`src/rtl/nnis_pkg.sv`:
```
// ============================================================================
// nnis_pkg
// Shared types, widths and codes for the nearest-neighbor image scaler.
// ============================================================================
package nnis_pkg;

   // Defaults for the top-level size parameters.
   localparam int DEF_MAX_WIDTH  = 64;
   localparam int DEF_MAX_HEIGHT = 64;
   localparam int DEF_MAX_FACTOR = 16;

   // Field widths fixed by the register map.
   localparam int DIM_W  = 7;               // source width / height
   localparam int FAC_W  = 5;               // shrink / grow
   localparam int PIX_W  = 24;              // one RGB pixel
   localparam int CHAN_W = 8;               // one color component
   localparam int OUT_W  = DIM_W + FAC_W;   // output width / height and position
   localparam int PROD_W = OUT_W + FAC_W;   // position times shrink
   localparam int AREA_W = 2 * DIM_W;       // source pixel count
   localparam int Q_W    = DIM_W;           // quotient bits of every division

   // Configuration port.
   localparam int CSR_ADDR_W = 4;
   localparam int CSR_DATA_W = 32;

   typedef enum logic [1:0] {
      REG_SRC_WIDTH  = 2'd0,
      REG_SRC_HEIGHT = 2'd1,
      REG_SHRINK     = 2'd2,
      REG_GROW       = 2'd3
   } reg_idx_type;

   // Operation carried in the request user field.
   localparam logic OP_LOAD = 1'b0;
   localparam logic OP_READ = 1'b1;

   // Register file contents.
   typedef struct packed {
      logic [DIM_W-1:0] src_width;
      logic [DIM_W-1:0] src_height;
      logic [FAC_W-1:0] shrink;
      logic [FAC_W-1:0] grow;
   } cfg_type;

   // Divider request and response.
   typedef struct packed {
      logic              start;
      logic [PROD_W-1:0] dividend;
      logic [FAC_W-1:0]  divisor;
   } div_req_type;

   typedef struct packed {
      logic           done;
      logic [Q_W-1:0] quotient;
   } div_rsp_type;

endpackage

```
`src/rtl/nnis_div.sv`:
```
// ============================================================================
// nnis_div
// Shared restoring divider, one quotient bit per cycle.
// ============================================================================
module nnis_div
   import nnis_pkg::*;
(
   input  logic        clock,
   input  logic        reset,
   input  div_req_type div_req,
   output div_rsp_type div_rsp
);

   localparam int CNT_W = $clog2(Q_W);

   logic [PROD_W-1:0] rem_ff;
   logic [PROD_W-1:0] dsh_ff;
   logic [Q_W-1:0]    quo_ff;
   logic [CNT_W-1:0]  cnt_ff;
   logic              busy_ff;
   logic              done_ff;
   logic              fits;

   // The shifted divisor fits into what is left of the dividend.
   assign fits = (rem_ff >= dsh_ff);

   // Control: step count, busy and the done pulse.
   always_ff @(posedge clock) begin
      if (reset) begin
         busy_ff <= 1'b0;
         done_ff <= 1'b0;
         cnt_ff  <= '0;
      end else begin
         done_ff <= busy_ff && !div_req.start && (cnt_ff == CNT_W'(Q_W - 1));
         if (div_req.start) begin
            busy_ff <= 1'b1;
            cnt_ff  <= '0;
         end else if (busy_ff) begin
            cnt_ff <= cnt_ff + CNT_W'(1);
            if (cnt_ff == CNT_W'(Q_W - 1)) begin
               busy_ff <= 1'b0;
            end
         end
      end
   end

   // Datapath: compare, subtract and shift once per cycle.
   always_ff @(posedge clock) begin
      if (div_req.start) begin
         rem_ff <= div_req.dividend;
         dsh_ff <= PROD_W'({div_req.divisor, {(Q_W-1){1'b0}}});
         quo_ff <= '0;
      end else if (busy_ff) begin
         if (fits) begin
            rem_ff <= rem_ff - dsh_ff;
         end
         quo_ff <= {quo_ff[Q_W-2:0], fits};
         dsh_ff <= dsh_ff >> 1;
      end
   end

   assign div_rsp.done     = done_ff;
   assign div_rsp.quotient = quo_ff;

endmodule

```
`config.mk`:
```
export PLATFORM = sky130hd
export DESIGN_NAME = nnis_div
export DESIGN_NICKNAME = d
export VERILOG_FILES = /design/src/rtl/nnis_pkg.sv /design/src/rtl/nnis_div.sv
export SDC_FILE = /design/constraint.sdc
export NUM_CORES = 1
export LEC_CHECK = 0
export ABC_CLOCK_PERIOD_IN_PS = 4250
export BUFFER_PORTS_ARGS = -buffer_cell sky130_fd_sc_hd__buf_4
export CAP_MARGIN = 5
export CORE_AREA = 4 4 72 90
export CTS_BUF_LIST = sky130_fd_sc_hd__clkbuf_8
export DETAILED_ROUTE_END_ITERATION = 6
export DIE_AREA = 0 0 76 94
export PLACE_DENSITY = 0.71
export SYNTH_ARGS = -nofsm -noshare
export SYNTH_HDL_FRONTEND = slang
export SYNTH_SLANG_ARGS = --single-unit
```
`constraint.sdc`:
```
create_clock -name clock -period 4.25 [get_ports clock]
set_input_delay 0.2125 -clock clock [delete_from_list [all_inputs] [get_ports clock]]
set_output_delay 0.2125 -clock clock [all_outputs]
set_load 0.01 [all_outputs]
```
### Word level (Yosys, flattened, before mapping)

Index checks and enable logic that the tools add are counted.
Widths: inputs -> output; s select.

| word-level totals | value |
|---|---|
| output and inout port bits | 8 |
| flip-flop bits (word level) | 40 |
| input port bits | 25 |
| logic and storage cells | 26 |

| operators by class | value |
|---|---|
| magnitude comparators | 1 |
| multiplexer cells | 8 |
| reductions and logical operators | 7 |
| add/subtract/negate cells | 2 |
| equality and inequality tests | 1 |

Operators by type and width:

| operator | number |
|---|---|
| $mux 17 | 3 |
| $mux 11 | 2 |
| $ge 17x11->1 | 1 |
| $sub 17x11->17 | 1 |
| $reduce_bool 2->1 | 2 |
| $add 3x1->3 const B | 1 |
| $eq 3x3->1 const B | 1 |
| $mux 1 | 3 |
| $logic_and 1x1->1 | 2 |
| $reduce_and 2->1 | 1 |
| $reduce_or 2->1 | 1 |
| $logic_not 1->1 | 1 |

### Longest topological paths before layout

| logic depth | value |
|---|---|
| word-level depth | 4 |
| depth in mapped cells | 9 |
| depth with buffers taken out | 8 |

### Worst setup path before layout

Ideal clock, no wire load.

| timing | value |
|---|---|
| path kind | register -> register |
| start | register rem_ff[6] |
| end | register rem_ff[0], enable pin |
| data arrival time | 2547 ps |
| clock period less this slack | 2962 ps |
| required time | 3835 ps |
| setup slack | 1288 ps |
| stages on the path, launching flop included | 7 |
| cells stage by stage | edfxtp_1 > ha_1 > nor4bb_1 > nand4_1 > o211ai_1 > a21oi_1 > o21ai_0 |

| on the way | value |
|---|---|
| cells in the longest elaborated chain, start to end | 3 |

RTL lines:

| element | RTL line | source |
|---|---|---|
| start: declaration | nnis_div.sv:16 | `logic [PROD_W-1:0] rem_ff;` |
| start signal: assignment | nnis_div.sv:50 | `rem_ff <= div_req.dividend;` |
| start signal: assignment | nnis_div.sv:55 | `rem_ff <= rem_ff - dsh_ff;` |
| $ge 17x11->1 | nnis_div.sv:25 | `assign fits = (rem_ff >= dsh_ff);` |
| $reduce_bool 2->1 (no line) | - |  |
| $reduce_and 2->1 (no line) | - |  |

No other way between the ends.
A chain may end at the register's enable or synchronous reset.

### Worst setup path in the final report

| timing | value |
|---|---|
| start | register dsh_ff[10] |
| end | register rem_ff[1], enable pin |

| on the way | value |
|---|---|
| cells in the longest elaborated chain, start to end | 3 |

RTL lines:

| element | RTL line | source |
|---|---|---|
| start: declaration | nnis_div.sv:17 | `logic [PROD_W-1:0] dsh_ff;` |
| start signal: assignment | nnis_div.sv:51 | `dsh_ff <= PROD_W'({div_req.divisor, {(Q_W-1){1'b0}}});` |
| start signal: assignment | nnis_div.sv:58 | `dsh_ff <= dsh_ff >> 1;` |
| $ge 17x11->1 | nnis_div.sv:25 |  |
| $reduce_bool 2->1 (no line) | - |  |
| $reduce_and 2->1 (no line) | - |  |

No other way between the ends.

==> results by group <==
Timing
  • Crit share post-route: 63.20%
  • Tmin final: 2.686 ns
  • Setup violators final: 0
  • Slew HR: 45.42%
  • Unrepaired setup endpoints after global routing: false
  • Min Hold Slack: 0.1093 ns
  • TNS Setup: 0 ns
  • Skew final: 0.01071 ns
  • Actual transition at the worst max-transition pin: 0.8138 ns
  • Fin. max-slew vios: 0
  • Fmax: 372.3 MHz
  • Hold Fails Final Rpt: 0

Routing
  • Post-route ant nets: 0
  • DR vias/cell: 5.490
  • Drc violations: 0
  • Via count: 1850
  • Drt total wl: 4788 um
  • Wirelength per Cell: 14.21 um
  • Initial DRC count: 116
  • First-pass DRT Iterations: 4

Worst setup path
  • Critical path origin: dsh_ff[10]$_DFFE_PP_
  • Crit Reg-Reg Endpoint: rem_ff[1]$_DFFE_PP_
  • CP Capture Point: rem_ff[1]$_DFFE_PP_
  • Worst path required time: 4.29 ns
  • R2R Path Start: dsh_ff[10]$_DFFE_PP_
  • Worst Path Arrival: 2.72 ns
  • Crit-path max cell delay: 0.59 ns
  • Critical path startpoint category: flip-flop
  • Reg2reg setup slack: 1.56 ns
  • Worst R2R Path Depth: 8
  • CP Capture Type: flip-flop
  • CP max stage cell: or4_4
  • CP Max Fanout: 10
  • CP cell instances: inv_1 -> ha_1 -> or4_4 -> nor4_1 -> o211ai_1 -> a21oi_1 -> o21ai_1 -> buf_4
  • Setup CP Type: flip-flop to flip-flop

Clock tree
  • Post-CTS resize count: 0
  • Post-CTS setup buffers: 0
  • Sink Count: 40
  • Clock-pin slew on the worst setup and hold paths: 0.08 ns
  • CTS tree: done
  • H-tree depth: 2
  • CTS Root Cell: clkbuf_8
  • Hold Buf Count CTS: 0
  • Inserted Clock Buffers: 5
  • Deepest clock path buffer count: 2
  • Clock latency on the worst-skew pair: 0.29 ns

Global route
  • Global-route wire length before repair: 7866 um
  • Initial antenna violation count: 0
  • Vias in the first global route: 1739
  • GR Overflow Total: 0
  • Largest net degree at the start of global routing: 56
  • Tot GR Track Use: 13.56%

Synthesis
  • YS warnings: 0
  • Post-synth ARST share: 0%
  • Net count after synthesis: 280
  • Distinct cells, synth: 46
  • Post-synth EDFFs: 22
  • Syn Std Cell Area: 2303 um^2
  • Main synth FF type: edfxtp_1
  • Cell count after synthesis: 241
  • Seq/Total Area, Yosys: 44.32%
  • FF+latch count, synth: 40
  • Synthesized area per cell: 9.558 um^2

Finish
  • Area of the multi-input gates: 1165 um^2
  • Core Util, Final: 46.74%
  • Fillers: 566
  • Nets: 309
  • Share of cells above drive strength 1: 16.61%
  • Area occupied by registers: 1021 um^2
  • Non-filler cells, final: 337
  • Number of diodes: 0
  • Area grow syn2layout: 15.70%

Place
  • GPL Wtd Cong: 0.8089
  • DP Wirelength: 3528 um
  • Placed cell count: 329
  • Number of buffers added on ports: 32

Status
  • Outcome: finished, final reports clean

Floorplanning
  • Die height: 94 um
  • I/O pins: 33
  • Die area: 7144 um^2
  • Placement row count: 31
  • Initial Util: 40.40%
  • Core Area: 5702 um^2
  • Die Wd: 76 um

Power and ir drop
  • Peak VDD IR: 0.2529 mV
  • Total power: 999.9 uW
  • Static leakage: 1.069 nW
  • Power per cell area: 375.2 nW/um^2

Min path
  • Worst Hold Depth: 2
  • Worst Hold Class: primary input to flip-flop

Flow run
  • Max-Cap Viols: 0
-- final cells by class --
cell class | instances | share of cell area (%)
tap | 66 | 3.099
timing repair buffer | 34 | 9.577
inverter | 16 | 2.254
clock inverter | 3 | 0.4695
multi-input combinational | 173 | 43.71
sequential | 40 | 38.31
clock buffer | 5 | 2.582
-- cells in the mapped netlist, types with 3 or more instances --
cell type  instances  area share, %
ha_1              13            7.1
edfxtp_1          22             29
a21oi_1            8            1.7
a31oi_1            7            1.9
nand3_1            4           0.87
o21ai_0           16            3.5
dfxtp_1           18             16
nor2b_1            4            1.1
mux2i_1           12            5.2
or3_1              4            1.1
xnor2_1            3            1.1
clkbuf_1           8            1.3
nor4_1             3           0.81
inv_1             16            2.6
nor2_1            24            3.9
and2_1             5            1.4
o21a_1             3           0.98
o31ai_1           10            3.3
a211oi_1           6            2.0
a21o_1             3           0.98
nand2_1           19            3.1
-- logic make-up after synthesis --
kind of cell | synth area share [%]
AO/OA/AOI/OAI | 18.31
XOR/XNOR | 1.901
adder cells (fa/ha/maj) | 7.931
buffers and inverters | 5.106
flip-flops | 44.32
multiplexers | 5.215
AND/OR/NAND/NOR | 17.22
-- worst max-delay path: cells and delay by family (launching register included) --
kind                     cells  cell delay (ns)
AND/OR/NAND/NOR              2             0.87
buffers and inverters        2             0.36
AO/OA/AOI/OAI                3             0.61
adder cells (fa/ha/maj)      1             0.26
flip-flops                   1             0.33
-- metal layers --
layer / up-vias / wire length, um / part of all wire [%] / GRT usage, %
met5: - / 0 / 0 / 0
met4: 0 / 40 / 0.84 / 4.451
li1: 953 / - / - / -
met3: 4 / 165 / 3.4 / 3.551
met1: 868 / 2166 / 45 / 16.05
met2: 25 / 2415 / 50 / 23.71
-- where the power goes --
part,total (mW),switching [mW],internal (mW),leakage [nW]
logic,0.293,0.167,0.127,0.648
clock network,0.230,0.120,0.110,0.0505
registers,0.476,0.0216,0.455,0.370
total,1.00,0.308,0.692,1.07
-- placed cells by master, fill, tap and decap left out, types with 2 or more instances in the layout --
cell type  instances
a211oi_1           6
a21o_1             3
a21oi_1            8
a311oi_1           2
a31oi_1            7
and2_1             5
and3_1             2
buf_4             34
clkbuf_8           5
dfxtp_1           18
edfxtp_1          22
ha_1              13
inv_1             18
mux2i_1           12
nand2_1           19
nand3_1            4
nor2_1            24
nor2b_1            4
nor3_1             2
nor4_1             3
o21a_1             3
o21ai_0           15
o31a_1             2
o31ai_1           10
o41ai_1            2
or3_1              4
or4_1              2
or4_2              2
xnor2_1            3
xor2_1             2
-- sequential cells by signal (all words and copies together), names as in the netlist --
name	cells
rem_ff	17
dsh_ff	11
cnt_ff	3
done_ff	1
busy_ff	1
quo_ff	7
-- metrics by stage --
stage	instance area [um^2]	setup WS (ns)
after detailed placement	2584	1.585
after floorplan	2303	1.288
after CTS	2665	1.543
after global placement	2584	1.636
final	2665	1.564
after global routing	2665	1.372
-- worst min-delay path by stage --
| stage | endpoint | from | slack, ns |
|---|---|---|---|
| floorplan | busy_ff$_SDFF_PP0_ | reset | 0.28 |
| global placement | busy_ff$_SDFF_PP0_ | reset | 0.42 |
| detailed placement | busy_ff$_SDFF_PP0_ | reset | 0.42 |
| CTS | busy_ff$_SDFF_PP0_ | reset | 0.10 |
| global route | busy_ff$_SDFF_PP0_ | reset | 0.10 |
| finish | busy_ff$_SDFF_PP0_ | reset | 0.11 |
(Power assumes the default switching activity.)
