[src/rtl/nnis_pkg.sv]
// ============================================================================
// nnis_pkg
// Shared types, widths and codes for the nearest-neighbor image scaler.
// ============================================================================
package nnis_pkg;

   // Defaults for the top-level size parameters.
   localparam int DEF_MAX_WIDTH  = 64;
   localparam int DEF_MAX_HEIGHT = 64;
   localparam int DEF_MAX_FACTOR = 16;

   // Field widths fixed by the register map.
   localparam int DIM_W  = 7;               // source width / height
   localparam int FAC_W  = 5;               // shrink / grow
   localparam int PIX_W  = 24;              // one RGB pixel
   localparam int CHAN_W = 8;               // one color component
   localparam int OUT_W  = DIM_W + FAC_W;   // output width / height and position
   localparam int PROD_W = OUT_W + FAC_W;   // position times shrink
   localparam int AREA_W = 2 * DIM_W;       // source pixel count
   localparam int Q_W    = DIM_W;           // quotient bits of every division

   // Configuration port.
   localparam int CSR_ADDR_W = 4;
   localparam int CSR_DATA_W = 32;

   typedef enum logic [1:0] {
      REG_SRC_WIDTH  = 2'd0,
      REG_SRC_HEIGHT = 2'd1,
      REG_SHRINK     = 2'd2,
      REG_GROW       = 2'd3
   } reg_idx_type;

   // Operation carried in the request user field.
   localparam logic OP_LOAD = 1'b0;
   localparam logic OP_READ = 1'b1;

   // Register file contents.
   typedef struct packed {
      logic [DIM_W-1:0] src_width;
      logic [DIM_W-1:0] src_height;
      logic [FAC_W-1:0] shrink;
      logic [FAC_W-1:0] grow;
   } cfg_type;

   // Divider request and response.
   typedef struct packed {
      logic              start;
      logic [PROD_W-1:0] dividend;
      logic [FAC_W-1:0]  divisor;
   } div_req_type;

   typedef struct packed {
      logic           done;
      logic [Q_W-1:0] quotient;
   } div_rsp_type;

endpackage

[src/rtl/nnis_csr.sv]
// ============================================================================
// nnis_csr
// Configuration registers behind a simple APB-style port.
// ============================================================================
module nnis_csr
   import nnis_pkg::*;
(
   input  logic                  clock,
   input  logic                  reset,
   input  logic                  csr_psel,
   input  logic                  csr_penable,
   input  logic                  csr_pwrite,
   input  logic [CSR_ADDR_W-1:0] csr_paddr,
   input  logic [CSR_DATA_W-1:0] csr_pwdata,
   output logic [CSR_DATA_W-1:0] csr_prdata,
   output logic                  csr_pready,
   output cfg_type               cfg,
   output logic                  cfg_wr
);

   cfg_type     cfg_ff;
   reg_idx_type idx;

   assign csr_pready = 1'b1;
   assign idx        = reg_idx_type'(csr_paddr[3:2]);
   assign cfg_wr     = csr_psel && csr_penable && csr_pwrite && csr_pready;

   // Register writes.
   always_ff @(posedge clock) begin
      if (reset) begin
         cfg_ff.src_width  <= DIM_W'(64);
         cfg_ff.src_height <= DIM_W'(64);
         cfg_ff.shrink     <= FAC_W'(1);
         cfg_ff.grow       <= FAC_W'(1);
      end else if (cfg_wr) begin
         unique case (idx)
            REG_SRC_WIDTH:  cfg_ff.src_width  <= csr_pwdata[DIM_W-1:0];
            REG_SRC_HEIGHT: cfg_ff.src_height <= csr_pwdata[DIM_W-1:0];
            REG_SHRINK:     cfg_ff.shrink     <= csr_pwdata[FAC_W-1:0];
            REG_GROW:       cfg_ff.grow       <= csr_pwdata[FAC_W-1:0];
         endcase
      end
   end

   // Register reads.
   always_comb begin
      unique case (idx)
         REG_SRC_WIDTH:  csr_prdata = CSR_DATA_W'(cfg_ff.src_width);
         REG_SRC_HEIGHT: csr_prdata = CSR_DATA_W'(cfg_ff.src_height);
         REG_SHRINK:     csr_prdata = CSR_DATA_W'(cfg_ff.shrink);
         REG_GROW:       csr_prdata = CSR_DATA_W'(cfg_ff.grow);
      endcase
   end

   assign cfg = cfg_ff;

endmodule

[config.mk]
export PLATFORM = sky130hd
export DESIGN_NAME = nnis_csr
export DESIGN_NICKNAME = d
export VERILOG_FILES = /design/src/rtl/nnis_pkg.sv /design/src/rtl/nnis_csr.sv
export SDC_FILE = /design/constraint.sdc
export NUM_CORES = 1
export LEC_CHECK = 0
export ABC_CLOCK_PERIOD_IN_PS = 900
export BUFFER_PORTS_ARGS = -buffer_cell sky130_fd_sc_hd__buf_2
export CORE_MARGIN = 8
export CORE_UTILIZATION = 36
export DETAILED_ROUTE_END_ITERATION = 8
export PLACE_DENSITY = 0.87
export SLEW_MARGIN = 40
export SYNTH_ARGS = -nofsm -noshare
export SYNTH_HDL_FRONTEND = slang
export SYNTH_SLANG_ARGS = --single-unit
[constraint.sdc]
create_clock -name clock -period 0.9 [get_ports clock]
set_input_delay 0.045 -clock clock [delete_from_list [all_inputs] [get_ports clock]]
set_output_delay 0.045 -clock clock [all_outputs]
set_load 0.01 [all_outputs]
======== After elaboration in Yosys (flattened, before gate mapping) ========
Cells that the tools add are included.
operators by class
  equality and inequality tests ........... 3
  multipliers ............................. 0
  shift-type cells ........................ 0
  add/subtract/negate cells ............... 0
  divide/modulo/power cells ............... 0
  reduce and logical (&&, ||, !) cells .... 7
  bitwise gates (word level) .............. 0
  muxes and demuxes ....................... 1
  magnitude comparators ................... 0
operators by type and width
  operator              number
  $pmux W32 S4          1
  $reduce_and A2 Y1     4
  $eq A2 B2 Y1 const B  2
  $eq A2 B1 Y1 const B  1
  $logic_and A1 B1 Y1   2
  $logic_not A2 Y1      1
word-level totals
  bits in registers ....................... 24
  memories kept ........................... 0
  bits of input ports ..................... 41
  bits in latches ......................... 0
  ROM bits ................................ 0
  memory bits (writable) .................. 0
  logic and storage cells ................. 15
  output and inout bits ................... 58

======== Depth between registers and ports, before layout ========
Gate-level depths: netlist of run 1.
  depth after elaboration ................. 3
  gate-level depth with buffers ........... 5
  gate-level depth less buffers ........... 4

======== Worst setup path before layout of run 1 ========
Ideal clock, no wire load.
  path kind ............................... register to output
  start point ............................. register cfg_ff (netlist bit cfg[1])
  end point ............................... output port csr_prdata[1]
  path buffers ............................ 0
  data required time ...................... 0.855 ns
  setup slack ............................. 0.026 ns
  data arrival time ....................... 0.829 ns
  stages on the path, launching flop included .. 2
  cells stage by stage .................... dfxtp_1 -> mux4_2
between the ends
  cells in the longest elaborated chain, start to end .. 1
RTL lines
  element       RTL line        source
  from (decl)   nnis_csr.sv:21  cfg_type cfg_ff;
  $pmux W32 S4  nnis_csr.sv:47  unique case (idx)
  to (decl)     nnis_csr.sv:15  output logic [CSR_DATA_W-1:0] csr_prdata,
Every way passes these cells. The select of a mux whose other input is x is not followed.

======== Worst setup path in the final report of run 1 ========
  start point ............................. register cfg_ff (netlist bit cfg[9])
  end point ............................... output port csr_prdata[4]
The elaborated chain is that of the path after synthesis.

==> impl_metrics.json, run 1 <==
{
  "status": "complete, but fails checks",
  "violations": "setup timing",
  "cts_inserted_buffers": 3,
  "hold_buffers": 0,
  "drtIter0Drc": 13,
  "path_clk_slew_ns": 0.09,
  "critical-path-max-stage-delay_ns": 0.47,
  "setup_ws_ns": -0.3654,
  "fin_hold_ws_ns": 0.04112,
  "yosys_warnings": 0,
  "cp_cell_sequence": "mux4_2, buf_6",
  "nets": 249,
  "rows": 22,
  "track_usage_pct": 11.26,
  "worst-path-buf-inv": 1,
  "end_kind": "primary output",
  "gp_congestion": 0.7796,
  "worst_path_max_delay_cell": "mux4_2",
  "rsz0062_at_grt": "true",
  "final_area_um2": 2088,
  "via_per_inst": 4.184,
  "grt_max_degree": 33,
  "firstDrtPassIters": 4,
  "antenna_found_initial": 0,
  "critPathLaunchType": "flop",
  "drive_gt1_share_pct": 56.04,
  "reg2reg_from": "cfg[18]",
  "synth_seq_cells": 24,
  "dpl.hpwl_um": 2748,
  "maxCapViolCount": 0,
  "fin_worst_skew_ns": 0,
  "hold_path.class": "in2reg",
  "die_h_um": 77.16,
  "antenna_cells": 0,
  "holdPathStages": 3,
  "syn2layout_area_growth_pct": 55.11,
  "wl_per_cell_um": 13.86,
  "fin_crit_ns": 1.265,
  "setup_viol": 7,
  "syn_inst": 131,
  "worstPathArrival_ns": 1.22,
  "synth.avg_cell_area_um2": 10.28,
  "fmaxAchievable_mhz": 790.3,
  "required_ns": 0.85,
  "drcViolationCount": 0,
  "num_vias": 1067,
  "pin_count": 99,
  "ff2ff_setup_slack_ns": 0.08,
  "power.leakage_uw": 0.001050,
  "die-area_um2": 5953,
  "cts.sinks": 24,
  "core_um2": 3633,
  "maxSlewViolCount": 0,
  "cp_top_family": "multiplexers",
  "clockBufferDepth": 2,
  "grt_pass1_wl_um": 5492,
  "postRouteAntennaNets": 0,
  "cp_max_fo": 2,
  "period_share_pct": 140.6,
  "grt_pass1_vias": 1183,
  "numPortBuffers": 45,
  "clock_latency_ns": 0.27,
  "holdCritStartpoint": "csr_pwdata[6]",
  "regToRegEndpoint": "cfg[18]",
  "syn-cell-area_um2": 1346,
  "vdd_drop_max_uv": 725.2,
  "cts_tree": "yes",
  "timing.setup.critical_path_class": "reg2out",
  "hold_path_end": "cfg[23]",
  "p_per_area_nw_per_um2": 1132,
  "hold_viol": 0,
  "die_w_um": 77.16,
  "cts_root_buf": "clkbuf_8",
  "routed_wl_um": 3534,
  "postPlaceCellArea_um2": 1735,
  "cts-htree-levels": 1,
  "start_util_pct": 37.05,
  "gr-total-overflow": 0,
  "ff2ff_path_depth": 4,
  "yosysSeqAreaShare_pct": 35.69,
  "ys_types": 16,
  "largest_register_ff_count": 24
}
## per-layer routing
layer	global-route usage [%]	routed length [µm]	part of all wire (%)
met2	19.71	1826	52
met3	3.963	212	6.0
met4	5.472	70	2.0
met5	0	0	0
met1	11.62	1424	40
## tightest hold or removal path: stages
cell	delay, ns
buf_2	0.08
nor2_1	0.04
mux2i_1	0.11
## how the worst max path moves through the flow
stage | end | startpoint | slack [ns] | cells after the start
CTS | csr_prdata[4] | cfg[4] | -0.36 | 2
detailed placement | cfg[19] | csr_paddr[3] | -0.16 | 3
global route | csr_prdata[4] | cfg[9] | -0.41 | 2
finish | csr_prdata[4] | cfg[9] | -0.37 | 2
floorplan | csr_prdata[1] | cfg[1] | 0.03 | 1
global placement | csr_prdata[4] | csr_paddr[3] | -0.15 | 3
## cells by family after synthesis
| logic type | count (synthesis) | share of synthesized area (%) |
|---|---|---|
| buf+inv | 34 | 17.47 |
| flops | 24 | 35.69 |
| mux | 31 | 27.70 |
| other cells | 2 | 0.5578 |
| simple gates | 40 | 18.59 |
## where the power goes
part	switching, µW	internal, µW	total (µW)
combinational	173	158	331
sequential	8.99	1080	1090
clock	353	595	948
## timing repair
action                     in CTS  in global routing
hold endpoints to repair        0                  0
setup buffers                   5                  2
setup endpoints to repair      15                 28
cloned                          0                  0
gates resized for setup        24                 44
pin swaps                       0                  0
## cell type report
type                    instances  area, µm²
well taps                      48      60.06
repair buffers                 81      723.2
fillers                       311       1545
clock buffers                   3      41.29
inverters                       1      3.754
flip-flops and latches         24      509.2
clock inverters                 1      30.03
multi-input cells              97      720.7
## stage by stage
step | cells | power (µW) | setup TNS, ns | setup WS [ns] | utilization [%]
2_1_floorplan | 155 | 1369 | 0 | 0.02573 | -
3_3_place_gp | 246 | 1400 | -2.510 | -0.1452 | 47.76
3_5_place_dp | 246 | 1405 | -2.925 | -0.1571 | 47.76
4_1_cts | 253 | 2348 | -1.856 | -0.3601 | 52.51
5_1_grt | 255 | 2478 | -2.300 | -0.4130 | 57.47
6_report | 255 | 2365 | -1.871 | -0.3654 | 57.47
## cell usage in the layout (no fill, tap or decap), drive strengths merged, types with 2 or more instances in the layout
master / n
nor2: 8
nand2b: 26
mux2i: 26
buf: 81
dfxtp: 24
mux4: 5
clkbuf: 3
conb: 26
nand3: 2
## Yosys cell counts, drive strengths merged
cell type,number,share of area [%]
nand2b,26,12
nand3,2,1.1
nor3,1,0.74
mux2i,26,19
nor3b,1,1.4
buf,30,16
nand3b,1,0.56
clkbuf,3,0.84
conb,2,0.56
nor2,8,2.2
or3,1,0.46
inv,1,0.28
dfxtp,24,36
mux4,5,8.4
(Power assumes the default switching activity.)
==> run 2, diff against run 1 <==
- MAX_ROUTING_LAYER: not set -> met4
- REMOVE_ABC_BUFFERS: not set -> 1
==> impl_metrics.json, run 2 (synthesized netlist as in run 1, its figures left out) <==
{
  "timing.setup.critical_path_class": "reg2out",
  "cts_inserted_buffers": 3,
  "drive_gt1_share_pct": 56.94,
  "via_per_inst": 4.218,
  "p_per_area_nw_per_um2": 1040,
  "violations": "setup timing",
  "largest_register_ff_count": 24,
  "seqCellArea_um2": 510.5,
  "cp_cell_sequence": "mux4_2, buf_2",
  "critical-path-max-stage-delay_ns": 0.45,
  "final_cell_mix": "39 x buf_6, 26 x mux2i_1, 26 x nand2b_1, 26 x conb_1, 24 x dfxtp_2",
  "cp_top_family": "multiplexers",
  "routed_wl_um": 3519,
  "setup_viol": 7,
  "rsz0062_at_grt": "true",
  "clockBufferDepth": 2,
  "maxCapViolCount": 0,
  "critPathLaunchType": "flop",
  "clock_latency_ns": 0.26,
  "end_kind": "primary output",
  "grt_max_degree": 31,
  "hold_buffers": 0,
  "gr-total-overflow": 0,
  "gp_congestion": 0.7311,
  "status": "complete, but fails checks",
  "postRouteAntennaNets": 0,
  "cts_tree": "yes",
  "grt_pass1_wl_um": 5582,
  "die_w_um": 77.16,
  "nets": 251,
  "fin_worst_skew_ns": 0,
  "syn2layout_area_growth_pct": 53.35,
  "rows": 22,
  "grt_pass1_vias": 1164,
  "worst_path_max_delay_cell": "mux4_2",
  "core_um2": 3633,
  "fill_cells": 349,
  "fmaxAchievable_mhz": 805.8,
  "drtIter0Drc": 34,
  "utilization_pct": 56.82,
  "die_h_um": 77.16,
  "required_ns": 0.85,
  "cts.sinks": 24,
  "firstDrtPassIters": 4,
  "antenna_found_initial": 0,
  "worst-path-buf-inv": 1,
  "antenna_cells": 0,
  "period_share_pct": 137.9,
  "fin_hold_ws_ns": 0.05412,
  "dpl.hpwl_um": 2778,
  "final_common_cell": "buf_6",
  "vdd_drop_max_uv": 603.1,
  "numPortBuffers": 45,
  "cts-htree-levels": 1,
  "hold_viol": 0,
  "num_vias": 1084,
  "fin_crit_ns": 1.241,
  "path_clk_slew_ns": 0.08,
  "track_usage_pct": 11.76,
  "multi_input_area_um2": 720.7,
  "die-area_um2": 5953,
  "wl_per_cell_um": 13.69,
  "setup_ws_ns": -0.3411,
  "hold_path.class": "in2reg",
  "maxSlewViolCount": 0,
  "start_util_pct": 37.05,
  "cts_root_buf": "clkbuf_8",
  "drcViolationCount": 0,
  "pin_count": 99,
  "power.leakage_uw": 0.001049,
  "cp_max_fo": 2,
  "worstPathArrival_ns": 1.20
}
[run 2: cell count changes in the layout (fill, tap and decap cells not counted), sizes merged]
cell / delta
buf: +2
bufinv: -1
clkbuf: +1
[run 2: report_power, final]
part / switching (µW) / internal, µW / total [µW]
clock: 338 / 390 / 728
sequential: 8.93 / 1080 / 1090
combinational: 173 / 161 / 334
[run 2: worst register-to-register path, stage by stage (launching register included)]
cell and delay [ns]:
dfxtp_2 0.32, buf_4 0.13, nor2_1 0.10, mux2i_1 0.08
[run 2: path summary, 6_finish.rpt]
| check | start | end | slack [ns] | cells past startpoint |
|---|---|---|---|---|
| min reg2reg | cfg[22] | cfg[22] | 0.48 | 2 |
| min | csr_pwdata[5] | cfg[22] | 0.05 | 3 |
| max reg2reg | cfg[16] | cfg[16] | 0.16 | 3 |
| max | cfg[4] | csr_prdata[4] | -0.34 | 2 |
[run 2: cell type report]
| cell class | instances | share of cell area, % |
|---|---|---|
| well taps | 48 | 2.909 |
| flip-flops and latches | 24 | 24.73 |
| repair buffers | 83 | 34.61 |
| inverters | 1 | 0.1818 |
| clock buffers | 4 | 2.667 |
| multi-input cells | 97 | 34.91 |
[run 2: repair_timing]
action,in CTS,in global routing
gates resized for setup,11,54
buffers inserted,2,0
pin swaps,0,0
setup endpoints to repair,9,28
[run 2: through the flow]
step                total power (µW)  worst slack, ns  cell area (µm²)   TNS, ns  instances
global route                    2260          -0.3770             2064    -2.147        257
global placement                1404          -0.1319             1760    -2.272        251
floorplan                       1254        -0.006737             1205  -0.04716        122
detailed placement              1409          -0.1809             1760    -3.236        251
finish                          2147          -0.3411             2064    -1.796        257
CTS                             2142          -0.3448             1858    -1.775        257
[run 2: metal layers]
layer	track usage [%]	up-vias	part of all wire (%)
met1	11.56	497	40
li1	-	541	-
met5	-	-	0
met3	4.895	2	8.6
met4	2.830	0	0.43
met2	20.98	44	51
==> run 3, diff against run 2 <==
- ABC_CLOCK_PERIOD_IN_PS: 900 -> 1100
- TNS_END_PERCENT: not set -> 20
- clock period: 0.9 -> 1.1 ns (I/O delays scaled with it)
==> impl_metrics.json, run 3 (synthesized netlist as in run 1, its figures left out) <==
{
  "layoutNonFillerInstCount": 230,
  "fill_cells": 380,
  "final_area_um2": 1668,
  "internal-power_uw": 1458,
  "final_common_cell": "buf_2",
  "drtIter0Drc": 25,
  "drive_gt1_share_pct": 42.31,
  "postRouteAntennaNets": 0,
  "required_ns": 1.04,
  "grt_pass1_vias": 1113,
  "fin_hold_ws_ns": 0.05009,
  "setup_viol": 5,
  "core_um2": 3633,
  "cts-htree-levels": 1,
  "fin_worst_skew_ns": 0,
  "p_seq_share_pct": 47.1,
  "final_cell_mix": "43 x buf_2, 26 x mux2i_1, 26 x nand2b_1, 26 x conb_1, 15 x dfxtp_1",
  "vdd_drop_max_uv": 498.7,
  "path_clk_slew_ns": 0.09,
  "power.switching_uw": 425.5,
  "rows": 22,
  "die_h_um": 77.16,
  "grt_pass1_wl_um": 5395,
  "power.leakage_uw": 0.0008739,
  "cts_inserted_buffers": 3,
  "antenna_cells": 0,
  "hold_path.class": "in2reg",
  "clockBufferDepth": 2,
  "antenna_found_initial": 0,
  "dp_slack_ns": 0.01897,
  "critPathLaunchType": "flop",
  "place_inst": 225,
  "cts_tree": "yes",
  "pwr-share-clk_pct": 41.1,
  "via_per_inst": 4.343,
  "power_frac_comb_pct": 11.8,
  "start_util_pct": 37.05,
  "pin_count": 99,
  "sw_frac_of_total_pct": 22.59,
  "worstPathArrival_ns": 1.22,
  "p_per_area_nw_per_um2": 1129,
  "syn2layout_area_growth_pct": 23.88,
  "dpl.hpwl_um": 2595,
  "nets": 224,
  "grt_max_degree": 33,
  "die_w_um": 77.16,
  "numPortBuffers": 45,
  "wl_per_cell_um": 13.91,
  "fin_crit_ns": 1.270,
  "maxSlewViolCount": 0,
  "cts.sinks": 24,
  "timing.setup.critical_path_class": "reg2out",
  "largest_register_ff_count": 24,
  "hold_viol": 0,
  "cts_root_buf": "clkbuf_8",
  "track_usage_pct": 11.25,
  "period_share_pct": 115.5,
  "maxCapViolCount": 0,
  "num_vias": 999,
  "firstDrtPassIters": 4,
  "fmaxAchievable_mhz": 787.4,
  "cp_max_fo": 3,
  "gp_congestion": 0.7165,
  "status": "complete, but fails checks",
  "routed_wl_um": 3199,
  "violations": "setup timing",
  "die-area_um2": 5953,
  "clock_latency_ns": 0.27,
  "end_kind": "primary output",
  "rsz0062_at_grt": "true",
  "postPlaceCellArea_um2": 1565,
  "setup_ws_ns": -0.1700,
  "gr-total-overflow": 0,
  "drcViolationCount": 0
}
## run 3: changes by cell type in the layout (fill, tap and decap cells not counted), sizes merged
cell / change
clkbuf: -1
bufinv: +1
buf: -27
## run 3: worst paths after layout
check / to / cells after the start / from / slack (ns)
setup reg to reg: cfg[1] / 3 / cfg[1] / 0.41
hold reg to reg: cfg[3] / 2 / cfg[3] / 0.48
hold / removal: cfg[16] / 3 / csr_pwdata[6] / 0.05
setup / recovery: csr_prdata[1] / 2 / cfg[6] / -0.17
## run 3: metal layers
metal	vias up	global-route usage (%)	routed length, µm	share of wire [%]
li1	485	-	-	-
met1	462	11.90	1303	41
met2	47	18.53	1576	49
met3	5	4.545	273	8.5
met4	0	3.962	46	1.4
met5	-	-	0	0
## run 3: layout make-up
class | count | area, µm² | share of cell area (%)
Tap cell | 48 | 60.06 | 3.601
Clock inverter | 1 | 30.03 | 1.800
Sequential cell | 24 | 491.7 | 29.48
Inverter | 1 | 3.754 | 0.2251
Timing Repair Buffer | 56 | 320.3 | 19.20
Clock buffer | 3 | 41.29 | 2.476
Multi-Input combinational cell | 97 | 720.7 | 43.21
## run 3: worst max-delay path: stages (launching register included)
cell     delay (ns)
dfxtp_1        0.34
mux4_2         0.47
buf_6          0.14
## run 3: through the flow
step	total power [µW]	utilization, %	TNS (ns)
6_report	1884	45.90	-0.7999
3_5_place_dp	1127	43.08	0
2_1_floorplan	1026	-	0
5_1_grt	1962	45.90	-0.9796
4_1_cts	1906	45.59	-0.8693
3_3_place_gp	1122	43.08	0
## run 3: power by group through the flow
stage	registers, µW	logic (µW)	clock network, µW
2_1_floorplan	912	114	0
3_3_place_gp	907	215	0
3_5_place_dp	908	219	0
4_1_cts	888	220	798
5_1_grt	890	247	825
6_report	888	222	774
## run 3: what timing repair did
item / CTS / global route
resized for setup: 6 / 5
endpoints found under the hold margin: 0 / 0
buffers inserted: 1 / 0
gates cloned: 0 / 0
endpoints found under the setup margin: 5 / 5
hold buffers: 0 / 0
